<file path="config.mk">
export PLATFORM = sky130hd
export DESIGN_NAME = button_press_classifier
export DESIGN_NICKNAME = d
export VERILOG_FILES = /design/src/bpc_pkg.sv /design/src/button_press_classifier.sv /design/src/bpc_core.sv
export SDC_FILE = /design/constraint.sdc
export NUM_CORES = 1
export LEC_CHECK = 0
export BUFFER_PORTS_ARGS = -buffer_cell sky130_fd_sc_hd__buf_4
export CORE_MARGIN = 1
export CORE_UTILIZATION = 56
export CTS_CLUSTER_SIZE = 40
export DETAILED_ROUTE_END_ITERATION = 7
export PLACE_DENSITY = 0.73
export SYNTH_ARGS = -nofsm -noshare
export SYNTH_HDL_FRONTEND = slang
export SYNTH_SLANG_ARGS = --single-unit
export TNS_END_PERCENT = 10
</file>
<file path="constraint.sdc">
create_clock -name clk_i -period 3.42 [get_ports clk_i]
set_clock_uncertainty 0.05 [all_clocks]
set_input_delay 0.684 -clock clk_i [delete_from_list [all_inputs] [get_ports clk_i]]
set_output_delay 0.684 -clock clk_i [all_outputs]
set_load 0.1 [all_outputs]
</file>
<file path="src/bpc_pkg.sv">
// bpc_pkg: shared types and constants for the button press classifier.
// Used by bpc_core and button_press_classifier; depends on nothing.

package bpc_pkg;

  // Press timer width; thresholds stay 16 bits and are zero-extended as needed.
  localparam int unsigned TimerBits = 16;
  localparam int unsigned RegBits   = 16;
  localparam int unsigned CmpBits   = (TimerBits > RegBits) ? TimerBits : RegBits;
  localparam int unsigned EventBits = 3;
  localparam int unsigned CfgIdxBits = 3;

  // Event codes
  localparam logic [EventBits-1:0] EvNone   = 3'd0;
  localparam logic [EventBits-1:0] EvClick  = 3'd1;
  localparam logic [EventBits-1:0] EvLong3  = 3'd2;
  localparam logic [EventBits-1:0] EvLong4  = 3'd3;
  localparam logic [EventBits-1:0] EvLong5  = 3'd4;
  localparam logic [EventBits-1:0] EvLong6  = 3'd5;
  localparam logic [EventBits-1:0] EvDouble = 3'd6;

  // Register indexes on the config channel
  localparam logic [CfgIdxBits-1:0] RegDebounce   = 3'd0;
  localparam logic [CfgIdxBits-1:0] RegDoubleGap  = 3'd1;
  localparam logic [CfgIdxBits-1:0] RegShortLimit = 3'd2;
  localparam logic [CfgIdxBits-1:0] RegLong3      = 3'd3;
  localparam logic [CfgIdxBits-1:0] RegLong4      = 3'd4;
  localparam logic [CfgIdxBits-1:0] RegLong5      = 3'd5;
  localparam logic [CfgIdxBits-1:0] RegLong6      = 3'd6;

  // Register reset values
  localparam logic [RegBits-1:0] DebounceRst   = 16'd20;
  localparam logic [RegBits-1:0] DoubleGapRst  = 16'd300;
  localparam logic [RegBits-1:0] ShortLimitRst = 16'd2000;
  localparam logic [RegBits-1:0] Long3Rst      = 16'd3000;
  localparam logic [RegBits-1:0] Long4Rst      = 16'd4000;
  localparam logic [RegBits-1:0] Long5Rst      = 16'd5000;
  localparam logic [RegBits-1:0] Long6Rst      = 16'd6000;

  typedef struct packed {
    logic [RegBits-1:0] debounce;
    logic [RegBits-1:0] double_gap;
    logic [RegBits-1:0] short_limit;
    logic [RegBits-1:0] long3;
    logic [RegBits-1:0] long4;
    logic [RegBits-1:0] long5;
    logic [RegBits-1:0] long6;
  } cfg_t;

endpackage

</file>
<file path="src/button_press_classifier.sv">
// button_press_classifier: key tick stream in, click / long / double events out.
// Depends on bpc_pkg and bpc_core.
//
// Channel   Dir  Handshake                      Content
// s_axis    in   s_axis_tvalid/s_axis_tready    one sampled key level per transfer
// m_axis    out  m_axis_tvalid/m_axis_tready    one event code per input transfer
// cfg       in   cfg_valid_i/cfg_ready_o        register index + 16-bit value
//
// Each tick passes the input register, then the result register, and a new tick
// is taken every cycle while m_axis is not stalled; bpc_core updates its phase
// and timer once per tick.
// Reset (rst_ni low, async) empties both stages, returns to idle with a zero
// timer and reloads the register defaults.
// A stalled result holds; the input stage still takes one more transfer.
// Config is always ready; write only while the block is idle.

module button_press_classifier
  import bpc_pkg::*;
(
  input  logic                  clk_i,
  input  logic                  rst_ni,
  // input stream
  input  logic                  s_axis_tvalid,
  output logic                  s_axis_tready,
  input  logic [7:0]            s_axis_tdata,   // [0] pressed, [7:1] zero
  // event stream
  output logic                  m_axis_tvalid,
  input  logic                  m_axis_tready,
  output logic [7:0]            m_axis_tdata,   // [2:0] event_res, [7:3] zero
  // config writes
  input  logic                  cfg_valid_i,
  output logic                  cfg_ready_o,
  input  logic [CfgIdxBits-1:0] cfg_index_i,
  input  logic [RegBits-1:0]    cfg_data_i
);

  logic                 in_vld_q, in_vld_d;
  logic                 in_prs_q;
  logic                 out_vld_q, out_vld_d;
  logic [EventBits-1:0] out_ev_q;
  logic [EventBits-1:0] ev;
  logic                 step;
  logic                 s_xfer;
  cfg_t                 cfg_q, cfg_d;

  // Advance the held tick into the result register when it has room.
  assign step          = in_vld_q && (!out_vld_q || m_axis_tready);
  assign s_axis_tready = !in_vld_q || step;
  assign s_xfer        = s_axis_tvalid && s_axis_tready;

  assign in_vld_d  = s_xfer ? 1'b1 : (step ? 1'b0 : in_vld_q);
  assign out_vld_d = step ? 1'b1 : (m_axis_tready ? 1'b0 : out_vld_q);

  bpc_core u_core (
    .clk_i     (clk_i),
    .rst_ni    (rst_ni),
    .step_i    (step),
    .pressed_i (in_prs_q),
    .cfg_i     (cfg_q),
    .event_o   (ev)
  );

  always_ff @(posedge clk_i or negedge rst_ni) begin
    if (!rst_ni) begin
      in_vld_q  <= 1'b0;
      out_vld_q <= 1'b0;
    end else begin
      in_vld_q  <= in_vld_d;
      out_vld_q <= out_vld_d;
    end
  end

  // payload stages, no reset needed
  always_ff @(posedge clk_i) begin
    if (s_xfer) begin
      in_prs_q <= s_axis_tdata[0];
    end
    if (step) begin
      out_ev_q <= ev;
    end
  end

  assign m_axis_tvalid = out_vld_q;
  assign m_axis_tdata  = {{(8-EventBits){1'b0}}, out_ev_q};

  // Config registers; index 7 is dropped.
  assign cfg_ready_o = 1'b1;

  always_comb begin
    cfg_d = cfg_q;
    if (cfg_valid_i) begin
      case (cfg_index_i)
        RegDebounce:   cfg_d.debounce    = cfg_data_i;
        RegDoubleGap:  cfg_d.double_gap  = cfg_data_i;
        RegShortLimit: cfg_d.short_limit = cfg_data_i;
        RegLong3:      cfg_d.long3       = cfg_data_i;
        RegLong4:      cfg_d.long4       = cfg_data_i;
        RegLong5:      cfg_d.long5       = cfg_data_i;
        RegLong6:      cfg_d.long6       = cfg_data_i;
        default:       cfg_d = cfg_q;
      endcase
    end
  end

  always_ff @(posedge clk_i or negedge rst_ni) begin
    if (!rst_ni) begin
      cfg_q.debounce    <= DebounceRst;
      cfg_q.double_gap  <= DoubleGapRst;
      cfg_q.short_limit <= ShortLimitRst;
      cfg_q.long3       <= Long3Rst;
      cfg_q.long4       <= Long4Rst;
      cfg_q.long5       <= Long5Rst;
      cfg_q.long6       <= Long6Rst;
    end else begin
      cfg_q <= cfg_d;
    end
  end

endmodule

</file>
<file path="src/bpc_core.sv">
// bpc_core: phase register, saturating press timer and event decode.
// Depends on bpc_pkg.

module bpc_core
  import bpc_pkg::*;
(
  input  logic                 clk_i,
  input  logic                 rst_ni,
  input  logic                 step_i,     // advance state by one tick
  input  logic                 pressed_i,
  input  cfg_t                 cfg_i,
  output logic [EventBits-1:0] event_o     // event for this tick
);

  localparam logic [1:0] PhIdle   = 2'd0;
  localparam logic [1:0] PhHeld   = 2'd1;
  localparam logic [1:0] PhAwait  = 2'd2;
  localparam logic [1:0] PhSecond = 2'd3;

  localparam logic [TimerBits-1:0] TimerMax = {TimerBits{1'b1}};

  logic [1:0]           phase_q, phase_d;
  logic [TimerBits-1:0] elapsed_q, elapsed_d;
  logic [TimerBits-1:0] cnt;
  logic [CmpBits-1:0]   cnt_x;

  function automatic logic reached(input logic [CmpBits-1:0] t, input logic [RegBits-1:0] thr);
    reached = (t >= CmpBits'(thr));
  endfunction

  assign cnt   = (elapsed_q == TimerMax) ? elapsed_q : elapsed_q + 1'b1;
  assign cnt_x = CmpBits'(cnt);

  always_comb begin
    phase_d   = phase_q;
    elapsed_d = cnt;
    event_o   = EvNone;
    case (phase_q)
      PhIdle: begin
        elapsed_d = '0;
        if (pressed_i) begin
          phase_d = PhHeld;
        end
      end
      PhHeld: begin
        if (!pressed_i) begin
          phase_d = PhIdle;
          if (!reached(cnt_x, cfg_i.debounce)) begin
            event_o = EvNone;
          end else if (reached(cnt_x, cfg_i.long6)) begin
            event_o = EvLong6;
          end else if (reached(cnt_x, cfg_i.long5)) begin
            event_o = EvLong5;
          end else if (reached(cnt_x, cfg_i.long4)) begin
            event_o = EvLong4;
          end else if (reached(cnt_x, cfg_i.long3)) begin
            event_o = EvLong3;
          end else if (!reached(cnt_x, cfg_i.short_limit)) begin
            phase_d   = PhAwait;   // short click, wait for a second press
            elapsed_d = '0;
          end else if (reached(cnt_x, cfg_i.double_gap)) begin
            event_o = EvClick;
          end
        end
      end
      PhAwait: begin
        if (pressed_i) begin
          phase_d   = PhSecond;
          elapsed_d = '0;
        end else if (reached(cnt_x, cfg_i.double_gap)) begin
          phase_d = PhIdle;
          event_o = EvClick;
        end
      end
      default: begin
        if (!pressed_i) begin
          phase_d = PhIdle;
          event_o = reached(cnt_x, cfg_i.short_limit) ? EvNone : EvDouble;
        end
      end
    endcase
    if (phase_d == PhIdle) begin
      elapsed_d = '0;
    end
  end

  always_ff @(posedge clk_i or negedge rst_ni) begin
    if (!rst_ni) begin
      phase_q   <= PhIdle;
      elapsed_q <= '0;
    end else if (step_i) begin
      phase_q   <= phase_d;
      elapsed_q <= elapsed_d;
    end
  end

endmodule
</file>
# Word-level counts from Yosys, hierarchy flattened
# Index checks and enable logic that the tools add are counted.
[totals] output_inout_bits=11 elab_cells=87 inputBits=32 ff_bits=136
[classes] add_sub_neg=1 reduce_logical=18 n_mux=39 magnitude_cmp=7 n_eq_ne=9
[ops] operator="$mux W16" n=10
[ops] operator="$ge A16 B16 Y1" n=7
[ops] operator="$pmux W16 S3" n=1
[ops] operator="$mux W3" n=9
[ops] operator="$mux W2" n=11
[ops] operator="$add A16 B1 Y16 const B" n=1
[ops] operator="$eq A16 B16 Y1 const B" n=1
[ops] operator="$reduce_and A2 Y1" n=7
[ops] operator="$eq A3 B3 Y1 const B" n=3
[ops] operator="$pmux W3 S3" n=1
[ops] operator="$eq A3 B2 Y1 const B" n=2
[ops] operator="$mux W1" n=6
[ops] operator="$pmux W2 S3" n=1
[ops] operator="$logic_not A2 Y1" n=2
[ops] operator="$reduce_bool A2 Y1" n=2
[ops] operator="$eq A3 B1 Y1 const B" n=1
[ops] operator="$logic_not A3 Y1" n=1
[ops] operator="$eq A2 B1 Y1 const B" n=1
[ops] operator="$eq A2 B2 Y1 const B" n=1
[ops] operator="$logic_and A1 B1 Y1" n=2
[ops] operator="$logic_not A1 Y1" n=2
[ops] operator="$logic_or A1 B1 Y1" n=2

# Longest topological paths before layout
[logic_depth] depth_word=13 ltp_mapped=17 depth_no_buf=15

# Cells and area by module
# From an unflattened synthesis, not the netlist that was laid out.
[unflattened] cells_unflattened=778 hier_area_um2=8557.0
[modules_own_cells] module="button_press_classifier" area_each_um2=4613.2 seq_area_each_um2=3019.1 instances=1 cells_per_inst=265
[modules_own_cells] module="bpc_core" area_each_um2=3943.8 seq_area_each_um2=450.4 instances=1 cells_per_inst=513

# Worst setup path after synthesis
# OpenSTA, ideal clock, no wires.
[synth_path] path_kind="reg-to-reg" from="register u_core.elapsed_q[0]" to="register u_core.elapsed_q[10]" required_time_ps=3275 t_arrival_ps=3457 setup_time_ps=95 path_slack_ps=-183 period_less_slack_ps=3603 path_stages_with_launch=15 path_cell_list="dfrtp_1 > ha_1 > nand3_1 > or4_4 > buf_6 > xnor2_1 > ha_1 > nand2b_1 > a211oi_1 > o21a_1 > o21ai_1 > o31a_1 > clkbuf_8 > buf_6 > o31ai_1"
[synth_via] elab_chain_cells=13 elab_cells_between_ends=31 classes_between="add/sub (1); order compare (7); eq/ne (1); mux (21); reduce/logical (1)"
[synth_lines] item="from (decl)" line="bpc_core.sv:23" rtl="logic [TimerBits-1:0] elapsed_q, elapsed_d;"
[synth_lines] item="from (signal assigned)" line="bpc_core.sv:93" rtl="elapsed_q <= elapsed_d;"
[synth_lines] item="$add A16 B1 Y16 or $eq A16 B16 Y1 (tied branches)" line="bpc_core.sv:31" rtl="assign cnt = (elapsed_q == TimerMax) ? elapsed_q : elapsed_q + 1'b1;"
[synth_lines] item="$mux W16 *" line="bpc_core.sv:31"
[synth_lines] item="$ge A16 B16 Y1" line="bpc_core.sv:28" rtl="reached = (t >= CmpBits'(thr));"
[synth_lines] item="$mux W2" line="bpc_core.sv:58" rtl="end else if (!reached(cnt_x, cfg_i.short_limit)) begin"
[synth_lines] item="$mux W2" line="bpc_core.sv:56" rtl="end else if (reached(cnt_x, cfg_i.long3)) begin"
[synth_lines] item="$mux W2" line="bpc_core.sv:54" rtl="end else if (reached(cnt_x, cfg_i.long4)) begin"
[synth_lines] item="$mux W2" line="bpc_core.sv:52" rtl="end else if (reached(cnt_x, cfg_i.long5)) begin"
[synth_lines] item="$mux W2" line="bpc_core.sv:50" rtl="end else if (reached(cnt_x, cfg_i.long6)) begin"
[synth_lines] item="$mux W2" line="bpc_core.sv:48" rtl="if (!reached(cnt_x, cfg_i.debounce)) begin"
[synth_lines] item="$mux W2" line="bpc_core.sv:46" rtl="if (!pressed_i) begin"
[synth_lines] item="$pmux W2 S3" line="bpc_core.sv:38" rtl="case (phase_q)"
[synth_lines] item="$logic_not A2 Y1" line="bpc_core.sv:82" rtl="if (phase_d == PhIdle) begin"
[synth_lines] item="$mux W16 *" line="bpc_core.sv:82"
# Every way passes the cells marked *; elsewhere a longest branch is shown, timed or not.
# A chain may end at the register's enable or synchronous reset.

# Worst setup path after layout
[layout_path] from="register u_core.elapsed_q[1]" to="register out_ev_q[0], data pin"
[layout_via] elab_chain_cells=12 elab_cells_between_ends=20 classes_between="add/sub (1); order compare (7); eq/ne (1); mux (11)"
[layout_lines] item="$add A16 B1 Y16 or $eq A16 B16 Y1 (tied branches)" line="bpc_core.sv:31"
[layout_lines] item="$mux W16 *" line="bpc_core.sv:31"
[layout_lines] item="$ge A16 B16 Y1" line="bpc_core.sv:28"
[layout_lines] item="$mux W1" line="bpc_core.sv:61, bpc_core.sv:70"
[layout_lines] item="$mux W3" line="bpc_core.sv:58"
[layout_lines] item="$mux W3" line="bpc_core.sv:56"
[layout_lines] item="$mux W3" line="bpc_core.sv:54"
[layout_lines] item="$mux W3" line="bpc_core.sv:52"
[layout_lines] item="$mux W3" line="bpc_core.sv:50"
[layout_lines] item="$mux W3" line="bpc_core.sv:48"
[layout_lines] item="$mux W3" line="bpc_core.sv:46"
[layout_lines] item="$pmux W3 S3 *" line="bpc_core.sv:38"
[layout_lines] item="named net ev[0]" line="button_press_classifier.sv:41" rtl="logic [EventBits-1:0] ev;"
[layout_lines] item="to (signal assigned)" line="button_press_classifier.sv:79" rtl="out_ev_q <= ev;"
[layout_lines] item="to (decl)" line="button_press_classifier.sv:40" rtl="logic [EventBits-1:0] out_ev_q;"
# Mark *: on every way through the listed nets, which the timed path passes. The rest lies on a longest branch.

==> results.json <==
{
  "pwr_density_cell_nw_per_um2": 498,
  "clockBufferDepth": 2,
  "die_y_um": 124,
  "place_hpwl_um": 13400,
  "postPlaceCellArea_sq_um": 9310,
  "clock-sinks": 136,
  "synth_cell_types": 62,
  "dr_total_vias": 6506,
  "reg2regPathDepth": 15,
  "finalCriticalPeriod_ns": 3.67,
  "gr-usage-met2_pct": 45.9,
  "p_sw_mw": 1.52,
  "fin_cells": 1171,
  "gr-usage-all-layers_pct": 26.4,
  "io_buffers": 29,
  "finalHoldViolCount": 0,
  "fp.dieW_um": 124,
  "timing.fmax_mhz": 272,
  "setup_viol": 15,
  "via_per_inst": 5.56,
  "leakage_nw": 5.11,
  "hold_buffers": 0,
  "hold_path_class": "input pin to async pin",
  "maxCapViolCount": 0,
  "mostFrequentLayoutCell": "buf_4",
  "grt_max_degree": 70,
  "antenna_left": 0,
  "antenna_found_initial": 0,
  "intPower_mw": 3.79,
  "ff2ff_setup_slack_ns": -0.25,
  "insertion_delay_ns": 0.43,
  "rsz0062_at_grt": "yes",
  "synth_seq_cells": 136,
  "io-pin-count": 43,
  "post-route-util_pct": 73.3,
  "final_max_slew_viol_count": 0,
  "cts_buffers": 17,
  "area_growth_pct": 27.8,
  "cts_max_level": 4,
  "crit_arrival_ns": 3.89,
  "layout-drive-gt1-share_pct": 35.4,
  "synth_top_family_by_area": "adder cells",
  "syn-cell-area_sq_um": 8330,
  "fin_nets": 1119,
  "yosys_warnings": 0,
  "coreArea_sq_um": 14500,
  "r2r_end": "out_ev_q[0]$_DFFE_PP_",
  "required_ns": 3.63,
  "r2r-start": "u_core.elapsed_q[1]$_DFFE_PN0P_",
  "synth_area_per_cell_sq_um": 9.76,
  "grt_pass1_vias": 6356,
  "grt_pass1_wl_um": 30700,
  "grt_busiest_layer": "met2",
  "wl_um": 19800,
  "slew_headroom_pct": 33.9,
  "period_share_pct": 107,
  "finalWorstSetupSlack_ns": -0.255,
  "final_cell_area_sq_um": 10700,
  "dp_cells": 1121,
  "start_util_pct": 57.3,
  "antenna_cells": 0,
  "use_met3_pct": 4.58,
  "num_rows": 44,
  "synth-main-ff-cell": "dfrtp_1",
  "muxShareOfSynthArea_pct": 7.30,
  "cp-end-kind": "flip-flop",
  "ir_drop_v": 0.000307,
  "drc_errors": 0,
  "synth-adder-area-share_pct": 17.0,
  "start_kind": "flip-flop",
  "synthArstFlopShare_pct": 97.1,
  "total_power_mw": 5.30,
  "critPathKind": "flip-flop to flip-flop",
  "status": "finished, violations left",
  "fin_tns_setup_ns": -1.57,
  "first_pass_iters": 5,
  "place_ws_ns": -0.280,
  "clk_pin_slew_ns": 0.06,
  "gp_congestion": 0.834,
  "final_cell_mix": "buf_4, inv_1, nand2_1, ha_1, dfrtp_1",
  "power_frac_seq_pct": 39.5,
  "swShare_pct": 28.6,
  "drt-initial-drc-count": 443,
  "globalRouteOverflowTotal": 0,
  "synthXorXnorAreaFrac_pct": 1.14,
  "ys_seq_area_share_pct": 41.6,
  "synth-compound-area-share_pct": 13.3,
  "synthSimpleGateAreaFrac_pct": 12.2,
  "tritoncts": "done",
  "crit_path_max_fanout": 5,
  "violations": "setup timing",
  "worst_slew_pin_slew_ns": 0.986,
  "use_met1_pct": 33.1,
  "syn_inst": 854,
  "dieArea_sq_um": 15400,
  "p_clk_share_pct": 37.5,
  "whs_ns": 0.0977,
  "synth_edf_count": 4,
  "clock-root-buffer": "clkbuf_16",
  "wl_per_cell_um": 16.9,
  "power_frac_comb_pct": 23.0
}
[routing by layer]
layer  share of wire [%]  routed length, um
met1                  43               8590
met2                  52              10200
met3                 3.6                714
met4                 1.5                303
met5                   0                  0
[repair_timing]
action	in CTS	in global routing
resized for setup	36	71
buffers inserted	8	11
endpoints found under the setup margin	20	20
pin swaps	24	42
[power by group through the flow]
stage / Clock (mW) / Combinational [mW] / Sequential [mW]
global placement: 0 / 0.981 / 2.10
CTS: 2.01 / 1.08 / 2.09
floorplan: 0 / 0.710 / 2.11
detailed placement: 0 / 1.02 / 2.11
global route: 2.07 / 1.37 / 2.13
finish: 1.99 / 1.22 / 2.09
[cell families (layout without fill, tap and decap cells)]
group	Yosys count	count (layout)
AOI/OAI and AO/OA	187	187
xor gates and xnor gates	10	10
adders and majority gates	113	113
buffers and inverters	145	274
DFF	136	136
muxes	54	54
other	2	6
and+or+nand+nor	207	207
[worst max-delay path, cell delays in order, from the launching register on]
cell	delay [ns]
dfrtp_1	0.38
ha_4	0.16
nand3_4	0.11
nor4_4	0.42
nor2_4	0.10
nand4_1	0.16
xor2_2	0.20
inv_2	0.11
buf_6	0.15
ha_4	0.23
a21oi_4	0.12
a21oi_2	0.08
o31ai_1	0.28
o211ai_1	0.22
o41a_1	0.50
o22ai_2	0.20
[how the worst max path moves through the flow]
stage	start	endpoint	slack (ns)
after floorplan	u_core.elapsed_q[4]$_DFFE_PN0P_	out_ev_q[0]$_DFFE_PP_	-0.0006
after global placement	u_core.elapsed_q[7]$_DFFE_PN0P_	out_ev_q[0]$_DFFE_PP_	-0.18
after detailed placement	u_core.elapsed_q[1]$_DFFE_PN0P_	out_ev_q[0]$_DFFE_PP_	-0.28
after CTS	u_core.elapsed_q[5]$_DFFE_PN0P_	out_ev_q[0]$_DFFE_PP_	-0.15
after global routing	u_core.elapsed_q[0]$_DFFE_PN0P_	out_ev_q[0]$_DFFE_PP_	-0.41
final	u_core.elapsed_q[1]$_DFFE_PN0P_	out_ev_q[0]$_DFFE_PP_	-0.25
[cell usage after synthesis, types with 5 or more instances]
library cell  instances  share of area [%]
nor2_1               24                1.1
nand2_1             105                4.7
a31oi_1               5               0.38
xnor2_1               5               0.53
a21oi_1              33                2.0
nand3_1              13               0.78
nor3b_1               5               0.45
dfrtp_1              95                 29
nand4_1              13               0.98
mux2_2               54                7.3
o31ai_1               7               0.63
buf_4                 7               0.63
o21ai_0              89                5.3
dfstp_2              37                 12
ha_1                113                 17
a21o_1               11               0.99
nor3_1                8               0.48
nand2b_1             10               0.75
clkbuf_1             18               0.81
a211oi_1             12                1.1
inv_1               115                5.2
[layout make-up]
class / instances / area (sq um)
multi-input combinational: 577 / 4880
clock buffer: 21 / 470
inverter: 115 / 432
clock inverter: 11 / 169
fill: 1017 / 3880
sequential: 136 / 3470
timing repair buffer: 127 / 1000
tap: 184 / 230
[flip-flops by register name, summed over array words and instances (netlist names)]
register          cells
cfg_q               112
u_core.elapsed_q     16
out_ev_q              3
u_core.phase_q        2
in_prs_q              1
in_vld_q              1
m_axis_tvalid         1
Note: power is estimated with default switching activity, not from simulation.
